<file path="src/rtl/string_literal_escaper_macros.svh">
// assertion macros used by the escaper back end
// expects clk and rst_n in the scope of each use
`ifndef STRING_LITERAL_ESCAPER_MACROS_SVH
`define STRING_LITERAL_ESCAPER_MACROS_SVH

// same-cycle implication, disabled in reset
`define SLE_ASSERT_HOLDS(label, ante, cons, msg) \
  label: assert property (@(posedge clk) disable iff (!rst_n) (ante) |-> (cons)) \
    else $error(msg);

// next-cycle implication, disabled in reset
`define SLE_ASSERT_NEXT(label, ante, cons, msg) \
  label: assert property (@(posedge clk) disable iff (!rst_n) (ante) |=> (cons)) \
    else $error(msg);

`endif

</file>
<file path="src/rtl/sle_pkg.sv">
// shared types, character codes and lead-byte decode for the escaper
// no dependencies
`timescale 1ns / 1ps

package sle_pkg;

  // item kinds
  localparam logic KIND_BYTE = 1'b0;
  localparam logic KIND_END  = 1'b1;

  // multibyte modes
  localparam logic MODE_SJIS = 1'b0;
  localparam logic MODE_UTF8 = 1'b1;

  // character codes
  localparam logic [7:0] CH_TAB    = 8'h09;
  localparam logic [7:0] CH_LF     = 8'h0a;
  localparam logic [7:0] CH_CR     = 8'h0d;
  localparam logic [7:0] CH_QUOTE  = 8'h22;
  localparam logic [7:0] CH_BSLASH = 8'h5c;
  localparam logic [7:0] CH_N      = 8'h6e;
  localparam logic [7:0] CH_R      = 8'h72;
  localparam logic [7:0] CH_T      = 8'h74;

  // lead-byte ranges
  localparam logic [7:0] SJIS_A_LO = 8'h81;
  localparam logic [7:0] SJIS_A_HI = 8'h9f;
  localparam logic [7:0] SJIS_B_LO = 8'he0;
  localparam logic [7:0] SJIS_B_HI = 8'hfc;
  localparam logic [7:0] UTF_1_LO  = 8'hc2;
  localparam logic [7:0] UTF_1_HI  = 8'hdf;
  localparam logic [7:0] UTF_2_LO  = 8'he0;
  localparam logic [7:0] UTF_2_HI  = 8'hef;
  localparam logic [7:0] UTF_3_LO  = 8'hf0;
  localparam logic [7:0] UTF_3_HI  = 8'hf7;
  localparam logic [7:0] UTF_4_LO  = 8'hf8;
  localparam logic [7:0] UTF_4_HI  = 8'hfb;
  localparam logic [7:0] UTF_5_LO  = 8'hfc;
  localparam logic [7:0] UTF_5_HI  = 8'hfd;

  // plan queue geometry
  localparam int QDEPTH = 4;
  localparam int QAW    = $clog2(QDEPTH);

  // one classified item: up to four output bytes
  typedef struct packed {
    logic [3:0][7:0] bytes;
    logic [1:0]      cnt_m1;
    logic            done;
  } sle_plan_t;

  // number of trail bytes that follow a lead byte
  function automatic logic [2:0] trail_count(input logic [7:0] c, input logic mode);
    logic [2:0] res;
    res = 3'd0;
    if (mode == MODE_SJIS) begin
      if ((c >= SJIS_A_LO && c <= SJIS_A_HI) || (c >= SJIS_B_LO && c <= SJIS_B_HI))
        res = 3'd1;
    end else begin
      if (c >= UTF_1_LO && c <= UTF_1_HI)      res = 3'd1;
      else if (c >= UTF_2_LO && c <= UTF_2_HI) res = 3'd2;
      else if (c >= UTF_3_LO && c <= UTF_3_HI) res = 3'd3;
      else if (c >= UTF_4_LO && c <= UTF_4_HI) res = 3'd4;
      else if (c >= UTF_5_LO && c <= UTF_5_HI) res = 3'd5;
    end
    return res;
  endfunction

endpackage

</file>
<file path="src/rtl/sle_front.sv">
// front end: accepts items, tracks string state, builds byte plans
// depends on sle_pkg
`timescale 1ns / 1ps

module sle_front import sle_pkg::*; (
  input  logic      clk,
  input  logic      rst_n,
  input  logic      cfg_we,
  input  logic      cfg_mode,
  input  logic      accept,
  input  logic      kind,
  input  logic [7:0] data_byte,
  output logic      plan_push,
  output sle_plan_t plan
);

  logic       mode_r;
  logic       in_string_r, in_string_nxt;
  logic       cr_pending_r, cr_pending_nxt;
  logic [2:0] trail_r, trail_nxt;
  logic [2:0] n_c;
  logic       handled_c;

  // classify the item and lay out its output bytes
  always_comb begin
    plan           = '0;
    n_c            = 3'd0;
    handled_c      = 1'b0;
    in_string_nxt  = in_string_r;
    cr_pending_nxt = cr_pending_r;
    trail_nxt      = trail_r;

    if (!in_string_r) begin
      plan.bytes[n_c[1:0]] = CH_QUOTE;
      n_c = n_c + 3'd1;
      in_string_nxt = 1'b1;
    end

    if (kind == KIND_END) begin
      if (cr_pending_r) begin
        plan.bytes[n_c[1:0]] = CH_BSLASH;
        n_c = n_c + 3'd1;
        plan.bytes[n_c[1:0]] = CH_R;
        n_c = n_c + 3'd1;
      end
      plan.bytes[n_c[1:0]] = CH_QUOTE;
      n_c = n_c + 3'd1;
      plan.done      = 1'b1;
      in_string_nxt  = 1'b0;
      cr_pending_nxt = 1'b0;
      trail_nxt      = 3'd0;
    end else if (trail_r != 3'd0) begin
      plan.bytes[n_c[1:0]] = data_byte;
      n_c = n_c + 3'd1;
      trail_nxt = trail_r - 3'd1;
    end else begin
      // a held carriage return resolves first
      if (cr_pending_r) begin
        cr_pending_nxt = 1'b0;
        plan.bytes[n_c[1:0]] = CH_BSLASH;
        n_c = n_c + 3'd1;
        if (data_byte == CH_LF) begin
          plan.bytes[n_c[1:0]] = CH_N;
          n_c = n_c + 3'd1;
          handled_c = 1'b1;
        end else begin
          plan.bytes[n_c[1:0]] = CH_R;
          n_c = n_c + 3'd1;
        end
      end
      if (!handled_c) begin
        unique case (data_byte)
          CH_TAB: begin
            plan.bytes[n_c[1:0]] = CH_BSLASH;
            n_c = n_c + 3'd1;
            plan.bytes[n_c[1:0]] = CH_T;
            n_c = n_c + 3'd1;
          end
          CH_QUOTE: begin
            plan.bytes[n_c[1:0]] = CH_BSLASH;
            n_c = n_c + 3'd1;
            plan.bytes[n_c[1:0]] = CH_QUOTE;
            n_c = n_c + 3'd1;
          end
          CH_BSLASH: begin
            plan.bytes[n_c[1:0]] = CH_BSLASH;
            n_c = n_c + 3'd1;
            plan.bytes[n_c[1:0]] = CH_BSLASH;
            n_c = n_c + 3'd1;
          end
          CH_CR: begin
            cr_pending_nxt = 1'b1;
          end
          default: begin
            plan.bytes[n_c[1:0]] = data_byte;
            n_c = n_c + 3'd1;
            trail_nxt = trail_count(data_byte, mode_r);
          end
        endcase
      end
    end

    plan.cnt_m1 = 2'(n_c - 3'd1);
  end

  // only items that produce bytes enter the queue
  assign plan_push = accept && (n_c != 3'd0);

  // string state and mode register
  always_ff @(posedge clk) begin
    if (!rst_n) begin
      mode_r       <= MODE_SJIS;
      in_string_r  <= 1'b0;
      cr_pending_r <= 1'b0;
      trail_r      <= 3'd0;
    end else begin
      if (cfg_we)
        mode_r <= cfg_mode;
      if (accept) begin
        in_string_r  <= in_string_nxt;
        cr_pending_r <= cr_pending_nxt;
        trail_r      <= trail_nxt;
      end
    end
  end

endmodule

</file>
<file path="src/rtl/sle_queue.sv">
// short plan queue between front and back end
// depends on sle_pkg
`timescale 1ns / 1ps

module sle_queue import sle_pkg::*; (
  input  logic      clk,
  input  logic      rst_n,
  input  logic      push,
  input  sle_plan_t wdata,
  output logic      full,
  input  logic      pop,
  output logic      valid,
  output sle_plan_t rdata
);

  sle_plan_t        mem_r [QDEPTH];
  logic [QAW-1:0]   wr_ptr_r;
  logic [QAW-1:0]   rd_ptr_r;
  logic [QAW:0]     count_r;
  logic             wr_en;
  logic             rd_en;

  assign full  = (count_r == (QAW+1)'(QDEPTH));
  assign valid = (count_r != '0);
  assign rdata = mem_r[rd_ptr_r];
  assign wr_en = push && !full;
  assign rd_en = pop && valid;

  // storage
  always_ff @(posedge clk) begin
    if (wr_en)
      mem_r[wr_ptr_r] <= wdata;
  end

  // pointers and fill count
  always_ff @(posedge clk) begin
    if (!rst_n) begin
      wr_ptr_r <= '0;
      rd_ptr_r <= '0;
      count_r  <= '0;
    end else begin
      if (wr_en)
        wr_ptr_r <= wr_ptr_r + 1'b1;
      if (rd_en)
        rd_ptr_r <= rd_ptr_r + 1'b1;
      if (wr_en && !rd_en)
        count_r <= count_r + 1'b1;
      else if (rd_en && !wr_en)
        count_r <= count_r - 1'b1;
    end
  end

endmodule

</file>
<file path="src/rtl/sle_back.sv">
// back end: walks each plan and presents one byte per transfer
// depends on sle_pkg and string_literal_escaper_macros.svh
`timescale 1ns / 1ps
`include "string_literal_escaper_macros.svh"

module sle_back import sle_pkg::*; (
  input  logic      clk,
  input  logic      rst_n,
  input  logic      q_valid,
  input  sle_plan_t q_data,
  output logic      q_pop,
  input  logic      out_pop,
  output logic      out_empty,
  output logic [7:0] out_byte,
  output logic      out_last,
  output logic      out_string_done
);

  sle_plan_t  cur_r;
  logic [1:0] idx_r, idx_nxt;
  logic       valid_r, valid_nxt;
  logic       at_last;
  logic       pop_fire;
  logic       load;

  assign at_last  = (idx_r == cur_r.cnt_m1);
  assign pop_fire = out_pop && valid_r;
  assign load     = q_valid && (!valid_r || (pop_fire && at_last));
  assign q_pop    = load;

  // result ports
  assign out_empty       = !valid_r;
  assign out_byte        = cur_r.bytes[idx_r];
  assign out_last        = at_last;
  assign out_string_done = cur_r.done && at_last;

  // byte index and holding register control
  always_comb begin
    valid_nxt = valid_r;
    idx_nxt   = idx_r;
    if (load) begin
      valid_nxt = 1'b1;
      idx_nxt   = 2'd0;
    end else if (pop_fire) begin
      if (at_last)
        valid_nxt = 1'b0;
      else
        idx_nxt = idx_r + 2'd1;
    end
  end

  always_ff @(posedge clk) begin
    if (!rst_n) begin
      valid_r <= 1'b0;
      idx_r   <= 2'd0;
    end else begin
      valid_r <= valid_nxt;
      idx_r   <= idx_nxt;
    end
  end

  always_ff @(posedge clk) begin
    if (load)
      cur_r <= q_data;
  end

  // checks
  `SLE_ASSERT_HOLDS(a_idx_in_plan, valid_r, idx_r <= cur_r.cnt_m1, "byte index past plan end")
  `SLE_ASSERT_NEXT(a_stall_holds, valid_r && !out_pop, valid_r && $stable(idx_r), "stall moved index")
  `SLE_ASSERT_NEXT(a_drain_empties, pop_fire && at_last && !q_valid, !valid_r, "drained but not empty")
  `SLE_ASSERT_NEXT(a_idle_loads, !valid_r && q_valid, valid_r && idx_r == 2'd0, "plan not loaded")

endmodule

</file>
<file path="src/rtl/string_literal_escaper.sv">
// Quoted string literal escaper: input queue port, result queue port, mode register.
// Input: push an item (kind, data_byte) whenever full is low; a string is its bytes
// followed by one end item. Results: while out_empty is low, out_byte, out_last and
// out_string_done show the oldest byte; pop takes it. out_last marks the final byte
// of one item, out_string_done the closing quote.
// The first byte of an item passes the plan queue write and then the back end holding
// register before it is visible; a carriage return item that only holds its decision
// gives no result.
// Throughput: one item per cycle while each item yields one byte and out_pop stays
// high; an item that yields n bytes holds the result port for n pops. Four classified
// items can wait in the plan queue, after which full rises until the receiver pops.
// A stalled receiver holds the current byte; nothing is lost or repeated.
// Config: cfg_ready is always high; change the mode only while the block is idle.
// Reset (rst_n low, synchronous) clears string state, the queue and the mode
// (Shift-JIS); the block accepts items in the first cycle after reset.
// Depends on sle_pkg, sle_front, sle_queue and sle_back.
`timescale 1ns / 1ps

module string_literal_escaper import sle_pkg::*; (
  input  logic       clk,
  input  logic       rst_n,
  input  logic       in_push,
  output logic       in_full,
  input  logic       in_kind,
  input  logic [7:0] in_data_byte,
  output logic       out_empty,
  input  logic       out_pop,
  output logic [7:0] out_byte,
  output logic       out_last,
  output logic       out_string_done,
  input  logic       cfg_valid,
  output logic       cfg_ready,
  input  logic       cfg_multibyte_mode
);

  logic      accept;
  logic      plan_push;
  sle_plan_t plan;
  logic      q_valid;
  logic      q_pop;
  sle_plan_t q_data;

  assign cfg_ready = 1'b1;
  assign accept    = in_push && !in_full;

  // classify items
  sle_front u_front (
    .clk       (clk),
    .rst_n     (rst_n),
    .cfg_we    (cfg_valid && cfg_ready),
    .cfg_mode  (cfg_multibyte_mode),
    .accept    (accept),
    .kind      (in_kind),
    .data_byte (in_data_byte),
    .plan_push (plan_push),
    .plan      (plan)
  );

  // decoupling queue
  sle_queue u_queue (
    .clk   (clk),
    .rst_n (rst_n),
    .push  (plan_push),
    .wdata (plan),
    .full  (in_full),
    .pop   (q_pop),
    .valid (q_valid),
    .rdata (q_data)
  );

  // emit bytes
  sle_back u_back (
    .clk             (clk),
    .rst_n           (rst_n),
    .q_valid         (q_valid),
    .q_data          (q_data),
    .q_pop           (q_pop),
    .out_pop         (out_pop),
    .out_empty       (out_empty),
    .out_byte        (out_byte),
    .out_last        (out_last),
    .out_string_done (out_string_done)
  );

endmodule

</file>
<file path="config.mk">
export PLATFORM = sky130hd
export DESIGN_NAME = string_literal_escaper
export DESIGN_NICKNAME = d
export VERILOG_FILES = /design/src/rtl/sle_pkg.sv /design/src/rtl/sle_front.sv /design/src/rtl/sle_queue.sv /design/src/rtl/sle_back.sv /design/src/rtl/string_literal_escaper.sv
export VERILOG_INCLUDE_DIRS = /design/src /design/src/rtl
export SDC_FILE = /design/constraint.sdc
export NUM_CORES = 1
export LEC_CHECK = 0
export BUFFER_PORTS_ARGS = -buffer_cell sky130_fd_sc_hd__buf_2
export CAP_MARGIN = 30
export CORE_MARGIN = 3
export CORE_UTILIZATION = 40
export CTS_CLUSTER_DIAMETER = 150
export DETAILED_ROUTE_END_ITERATION = 10
export GPL_ROUTABILITY_DRIVEN = 0
export GPL_TIMING_DRIVEN = 0
export PLACE_DENSITY = 0.62
export SLEW_MARGIN = 25
export SYNTH_ARGS = -nofsm -noshare
export SYNTH_HDL_FRONTEND = slang
export SYNTH_HIERARCHICAL = 1
export SYNTH_SLANG_ARGS = --single-unit
</file>
<file path="constraint.sdc">
create_clock -name clk -period 10.1 [get_ports clk]
set_input_delay 2.02 -clock clk [delete_from_list [all_inputs] [get_ports clk]]
set_output_delay 2.02 -clock clk [all_outputs]
set_load 0.01 [all_outputs]
</file>
[Word-level counts from Yosys, hierarchy flattened]
Memory sizes are Yosys's and may differ from the RTL's. A register that Yosys moved wholly into a read port is not among the register bits.
Index checks and enable logic that the tools add are counted.
Operators by class
  equality and inequality tests: 10
  bitwise logic cells: 26
  multiplexer cells: 62
  reduce and logical (&&, ||, !) cells: 41
  add/subtract/negate cells: 12
  $lt $le $gt $ge: 24
Operators by type and width (count)
  32-bit 2-to-1 mux: 9
  32-bit one-hot mux with 4 select lines: 1
  8-bit demux with 2-bit select: 5
  16-bit NOT: 5
  16-bit AND: 4
  32-bit bitwise mux: 2
  16-bit bitwise OR: 4
  3-bit 2-to-1 mux: 19
  8-bit <= comparator (second input constant): 7
  24-bit AND: 2
  8-bit >= comparator (second input constant): 6
  8-bit 2-to-1 mux: 6
  24-bit NOT: 2
  8-bit by 4-bit equality test with 1-bit output (second input constant): 3
  1-bit logical AND: 22
  20-bit bitwise OR: 1
  1-bit 2-to-1 mux: 17
  4-bit by 16-bit AND with 16-bit output: 1
  8-bit binary-select mux with 2-bit select: 1
  4-bit by 16-bit bitwise OR with 16-bit output: 1
  8-bit bitwise OR: 2
  3-bit by 1-bit adder with 3-bit output (second input constant): 5
  2-bit by 3-bit less-than comparator with 1-bit output (second input constant): 5
  12-bit AND: 1
  other kinds (27): 44
Storage, ports and cells
  output and inout bits: 13
  logic and storage cells: 185
  register bits: 16
  memories: 1
  RAM bits: 140
  bits of input ports: 15
Memories
  u_queue.mem_r: depth 4, bits a word 35, rd ports 1, clocked after Yosys merged registers in 1, write ports 1, RTL line sle_queue.sv:16  | sle_plan_t mem_r [QDEPTH];

[Depth between registers and ports, before layout]
  word-level depth: 19
  depth in mapped cells: 20
  depth with buffers taken out: 17

[Cells and area by module]
Netlist, hierarchy kept.
By module, submodules not included
  sle_queue: cells an instance 231, area an instance 5585.4 sq um, times used 1, seq. area each 4384.2 sq um
  sle_front: cells an instance 322, area an instance 2042.0 sq um, times used 1, seq. area each 120.1 sq um
  sle_back: cells an instance 70, area an instance 1441.4 sq um, times used 1, seq. area each 1111.1 sq um
  string_literal_escaper: cells an instance 3, area an instance 25.0 sq um, times used 1, seq. area each 0.0 sq um

[Least setup slack after synthesis]
OpenSTA, ideal clock, no wires.
  kind: input to register
  start point: input port out_pop
  end point: register u_queue.count_r[2]
  setup time: 0.076 ns
  arrival time: 6.492 ns
  data required time: 10.024 ns
  stages on the path: 9
  slack: 3.533 ns
  buffers on the path: 0
  cell sequence: nand2_1 > o32ai_1 > o31ai_2 > ha_1 > inv_1 > fa_1 > xor2_1 > or3_1 > a21boi_0
On the way
  cells in the longest elaborated chain, start to end: 8
  elaborated cells between the ends (all ways): 10
  classes of those cells: 1 x mux; 9 x reduce/logical
RTL lines
  start, declared: RTL line string_literal_escaper.sv:27  | input logic out_pop,
  1-bit logical AND *: RTL line sle_back.sv:27  | assign pop_fire = out_pop && valid_r;
  1-bit logical AND *: RTL line sle_back.sv:28  | assign load = q_valid && (!valid_r || (pop_fire && at_last));
  1-bit logical OR *: RTL line sle_back.sv:28
  1-bit logical AND *: RTL line sle_back.sv:28
  net q_pop: RTL line string_literal_escaper.sv:40  | logic q_pop;
  1-bit logical AND *: RTL line sle_queue.sv:27  | assign rd_en = pop && valid;
  1-bit zero test: RTL line sle_queue.sv:46  | if (wr_en && !rd_en)
  1-bit logical AND: RTL line sle_queue.sv:46
  3-bit 2-to-1 mux / 2-bit nonzero test (equally long branches)
  end signal, assigned: RTL line sle_queue.sv:47  | count_r <= count_r + 1'b1;
  end signal, assigned: RTL line sle_queue.sv:49  | count_r <= count_r - 1'b1;
  end, declared: RTL line sle_queue.sv:19  | logic [QAW:0] count_r;
The timed path passes the listed nets; every way through them passes the cells marked *.
A chain may end at the register's enable or synchronous reset.

[Worst setup path in the final report]
  start point: input port in_data_byte[7]
  end point: register u_queue.count_r[2]
On the way
  cells in the longest elaborated chain, start to end: 14
  elaborated cells between the ends (all ways): 22
  classes of those cells: 5 x eq/ne; 9 x mux; 8 x reduce/logical
RTL lines
  start, declared: RTL line string_literal_escaper.sv:25  | input logic [7:0] in_data_byte,
  8-bit by 4-bit equality test with 1-bit output: RTL line sle_front.sv:62  | if (data_byte == CH_LF) begin
  1-bit 2-to-1 mux: RTL line sle_front.sv:62
  1-bit 2-to-1 mux: RTL line sle_front.sv:58  | if (cr_pending_r) begin
  1-bit 2-to-1 mux: RTL line sle_front.sv:52  | end else if (trail_r != 3'd0) begin
  1-bit 2-to-1 mux: RTL line sle_front.sv:39  | if (kind == KIND_END) begin
  3-bit 2-to-1 mux *: RTL line sle_front.sv:71  | if (!handled_c) begin
  3-bit 2-to-1 mux *: RTL line sle_front.sv:52
  3-bit 2-to-1 mux *: RTL line sle_front.sv:39
  3-bit nonzero test *: RTL line sle_front.sv:107  | assign plan_push = accept && (n_c != 3'd0);
  1-bit logical AND *: RTL line sle_front.sv:107
  net plan_push: RTL line string_literal_escaper.sv:37  | logic plan_push;
  1-bit logical AND *: RTL line sle_queue.sv:26  | assign wr_en = push && !full;
  net u_queue.wr_en: RTL line sle_queue.sv:20  | logic wr_en;
  1-bit zero test: RTL line sle_queue.sv:48  | else if (rd_en && !wr_en)
  1-bit logical AND: RTL line sle_queue.sv:48
  2-bit nonzero test (no source line)
The timed path passes the listed nets; every way through them passes the cells marked *. The select of a mux whose other input is x is not followed.

==> results.md <==
* Vias per cell at 5.90
* Hold path endpoint: u_front/trail_r[1]
* Finished Cell Area at 10300 um^2
* DIE HEIGHT at 157 um
* First-pass GRT wire length at 32500 um
* Mapped Nets at 658
* Setup repair bufs after CTS at 0
* Worst rel slew slack at 40.5%
* Drt wl/cell at 21.1 um
* Initial antenna violation count at 0
* Final core utilization at 46.7%
* Maximum vdd drop at 0.118 mV
* Cell Rows at 54
* Clock transition at the registers of the reported paths at 70 ps
* H-Tree Depth at 4
* Die width at 157 um
* Crit. End Element: flop
* RR Startpoint: u_front/cr_pending_r
* Total iterations of the first detailed-routing run at 6
* Min-Delay Path Class: reg2reg
* Vias in the first global route at 5836
* Post-route DRC at 0
* R2r setup slk at 5820 ps
* Crit path DAT at 6200 ps
* Max Buffers Root-to-Sink at 2
* YS warnings at 6
* Cell family with the largest share of critical-path delay: simple AND/OR/NAND/NOR gates
* Die Footprint at 24600 um^2
* Final ANT Viol Nets at 0
* Cts bufs inserted at 17
* Ys async rst share at 0%
* I/O Buffers at 25
* Gr usage total at 17.3%
* Start point of the worst min-delay path: u_front/trail_r[1]
* Status: complete, no violations
* Setup violations, final at 0
* Buf+Inv Stages, Crit Path at 4
* Crit-path cells: buf_2 > buf_2 > or4b_1 > nor3_1 > o21ai_0 > and3_1 > o32a_1 > ha_1 > nand2_1 > nand2_1 > o21ai_0 > nor2b_1 > buf_6 > ha_1 > inv_1 > fa_1 > xor2_1 > or3_1 > a21boi_0
* Syn_area_per_cell at 14.5 um^2
* Number of antenna diodes at 0
* Worst Path Max Fanout at 10
* Tmin final at 5850 ps
* Register bit total from synthesis at 193
* PostCTS Resize Cnt at 0
* Vias at 5720
* Tcrit/Tclk final at 57.9%
* Initial Util at 41.2%
* EDFF count, synth at 175
* P per Cell Area at 239 nW/um^2
* Largest cells by area after synthesis: edfxtp_1 58%, mux4_2 10%, dfxtp_1 4.0%
* Max cap viols at 0
* Syn Inst Count at 626
* Share of post-route cells with drive strength above 1 at 20.9%
* Slowest cell on crit path: or4b_1
* Top_reg_cell synth: edfxtp_1
* Mapped cell area at 9090 um^2
* Critical Path RT at 10440 ps
* Slew @ Worst Pin at 892 ps
* Most frequent cells after synthesis: 175 x edfxtp_1, 43 x nand2_1, 42 x mux4_2
* CTS tree: built
* Setup CP Type: in2reg
* Initial detailed-routing violation count at 738
* WL final at 20500 um
* Root Buffer: clkbuf_16
* Syn-to-layout area delta at 13.4%
* Clock Latency Late Sink at 420 ps
* Core area at 22100 um^2
* CP startpoint kind: input port
* Sequential-to-total area share from yosys stat at 61.8%
* Clock Sinks at 193
* DP Wirelength at 14300 um
* Number of I/O pins at 28
* Top-count cell post-synth: edfxtp_1
* Layout net count at 709
* Leakage at 3.47 nW
* Pre-CTS setup slack at 3890 ps
* Hold Path Cell Cnt at 2
* Yosys top cell by area: edfxtp_1
* Top-area cell type share of the netlist area at 57.8%
* Worst reg2reg endpoint: u_queue/count_r[2]
* Post-DP Area at 9700 um^2
* Hold Buf Count CTS at 0
* Netlist cell types at 80
* Largest net degree at the start of global routing at 25
* GRT overflow at 0
* Final hold vios at 0
* Clock Skews at 8.70 ps
* Final Max Slew Viols at 0
* Final worst slack at 4250 ps
* Max Clock Freq at 0.171 GHz
* RSZ-0062 raised after global routing: no
* CP max stage delay at 580 ps
* TNS Setup at 0 ps
* R2R depth at 19
-- tightest hold or removal path, stage by stage (launching register included) --
cell	delay, ps
dfxtp_1	310
nand2_1	50
mux2i_1	60
-- area by class of cell --
class,count,area [um^2]
clock buffer,18,429
sequential,193,5620
inverter,21,78.8
multi-input combinational,365,3140
buffer,47,283
tap,280,350
clock inverter,14,181
timing repair buffer,32,233
fill,1885,11800
-- worst max path at each step --
stage,from,end,slack [ps],cells past startpoint
2_1_floorplan,out_pop,u_queue/count_r[2],3530,9
3_3_place_gp,out_pop,u_queue/count_r[2],1830,10
3_5_place_dp,in_data_byte[7],u_queue/count_r[2],3890,19
4_1_cts,in_data_byte[7],u_queue/count_r[2],4320,19
5_1_grt,in_data_byte[7],u_queue/count_r[2],4040,19
6_report,in_data_byte[7],u_queue/count_r[2],4250,19
-- cells by family after synthesis --
group | Yosys count | synth area share [%]
mux | 50 | 11.5
flops | 193 | 61.8
compound gates | 141 | 10.9
other cells | 1 | 0.0412
xor+xnor | 6 | 0.578
simple gates | 150 | 8.86
fa+ha+maj | 17 | 2.42
buf+inv | 68 | 3.98
-- power breakdown --
part           total (W)  internal (W)  switching, W
clock           0.000681      0.000394      0.000287
combinational   0.000636      0.000286      0.000350
sequential       0.00115       0.00110     0.0000557
total            0.00247       0.00177      0.000693
-- registers in the layout, indices dropped and copies added (netlist names), named ones only --
signal	cells
u_queue/mem_r	140
u_front/trail_r	3
u_queue/rd_ptr_r	2
u_back/cur_r	35
u_back/valid_r	1
u_back/idx_r	2
u_front/in_string_r	1
u_queue/count_r	3
u_front/mode_r	1
u_front/cr_pending_r	1
u_queue/wr_ptr_r	2
-- metal layers --
metal / share of wire (%) / track usage, %
met2: 49 / 28.6
met3: 7.4 / 4.51
met5: 0 / 0
met1: 41 / 22.5
met4: 2.5 / 5.38
-- stage by stage --
stage	hold WS, ps	total power (W)	instances
3_3_place_gp	450	0.00176	931
6_report	466	0.00247	970
2_1_floorplan	439	0.00160	626
5_1_grt	501	0.00259	970
4_1_cts	473	0.00250	969
3_5_place_dp	460	0.00182	937
-- cell usage in the layout (no fill, tap or decap), drive strengths merged, types with 5 or more instances in the layout --
cell type  netlist  routed
a22oi            6       6
clkbuf          28      46
nor3             8       8
nor2            30      30
clkinv           0       5
o21ai           33      33
and2            13      13
o31ai            8       8
a211oi           6       6
mux4            43      43
dfxtp           18      18
a31oi            9       9
buf             19      51
o22ai           10      10
nand2b           6       6
nor2b           11      11
o221ai           6       6
mux2i            7       7
nand3            7       7
inv             21      24
ha              16      16
nand2           44      44
a21oi           18      18
edfxtp         175     175
(Power assumes the default switching activity.)
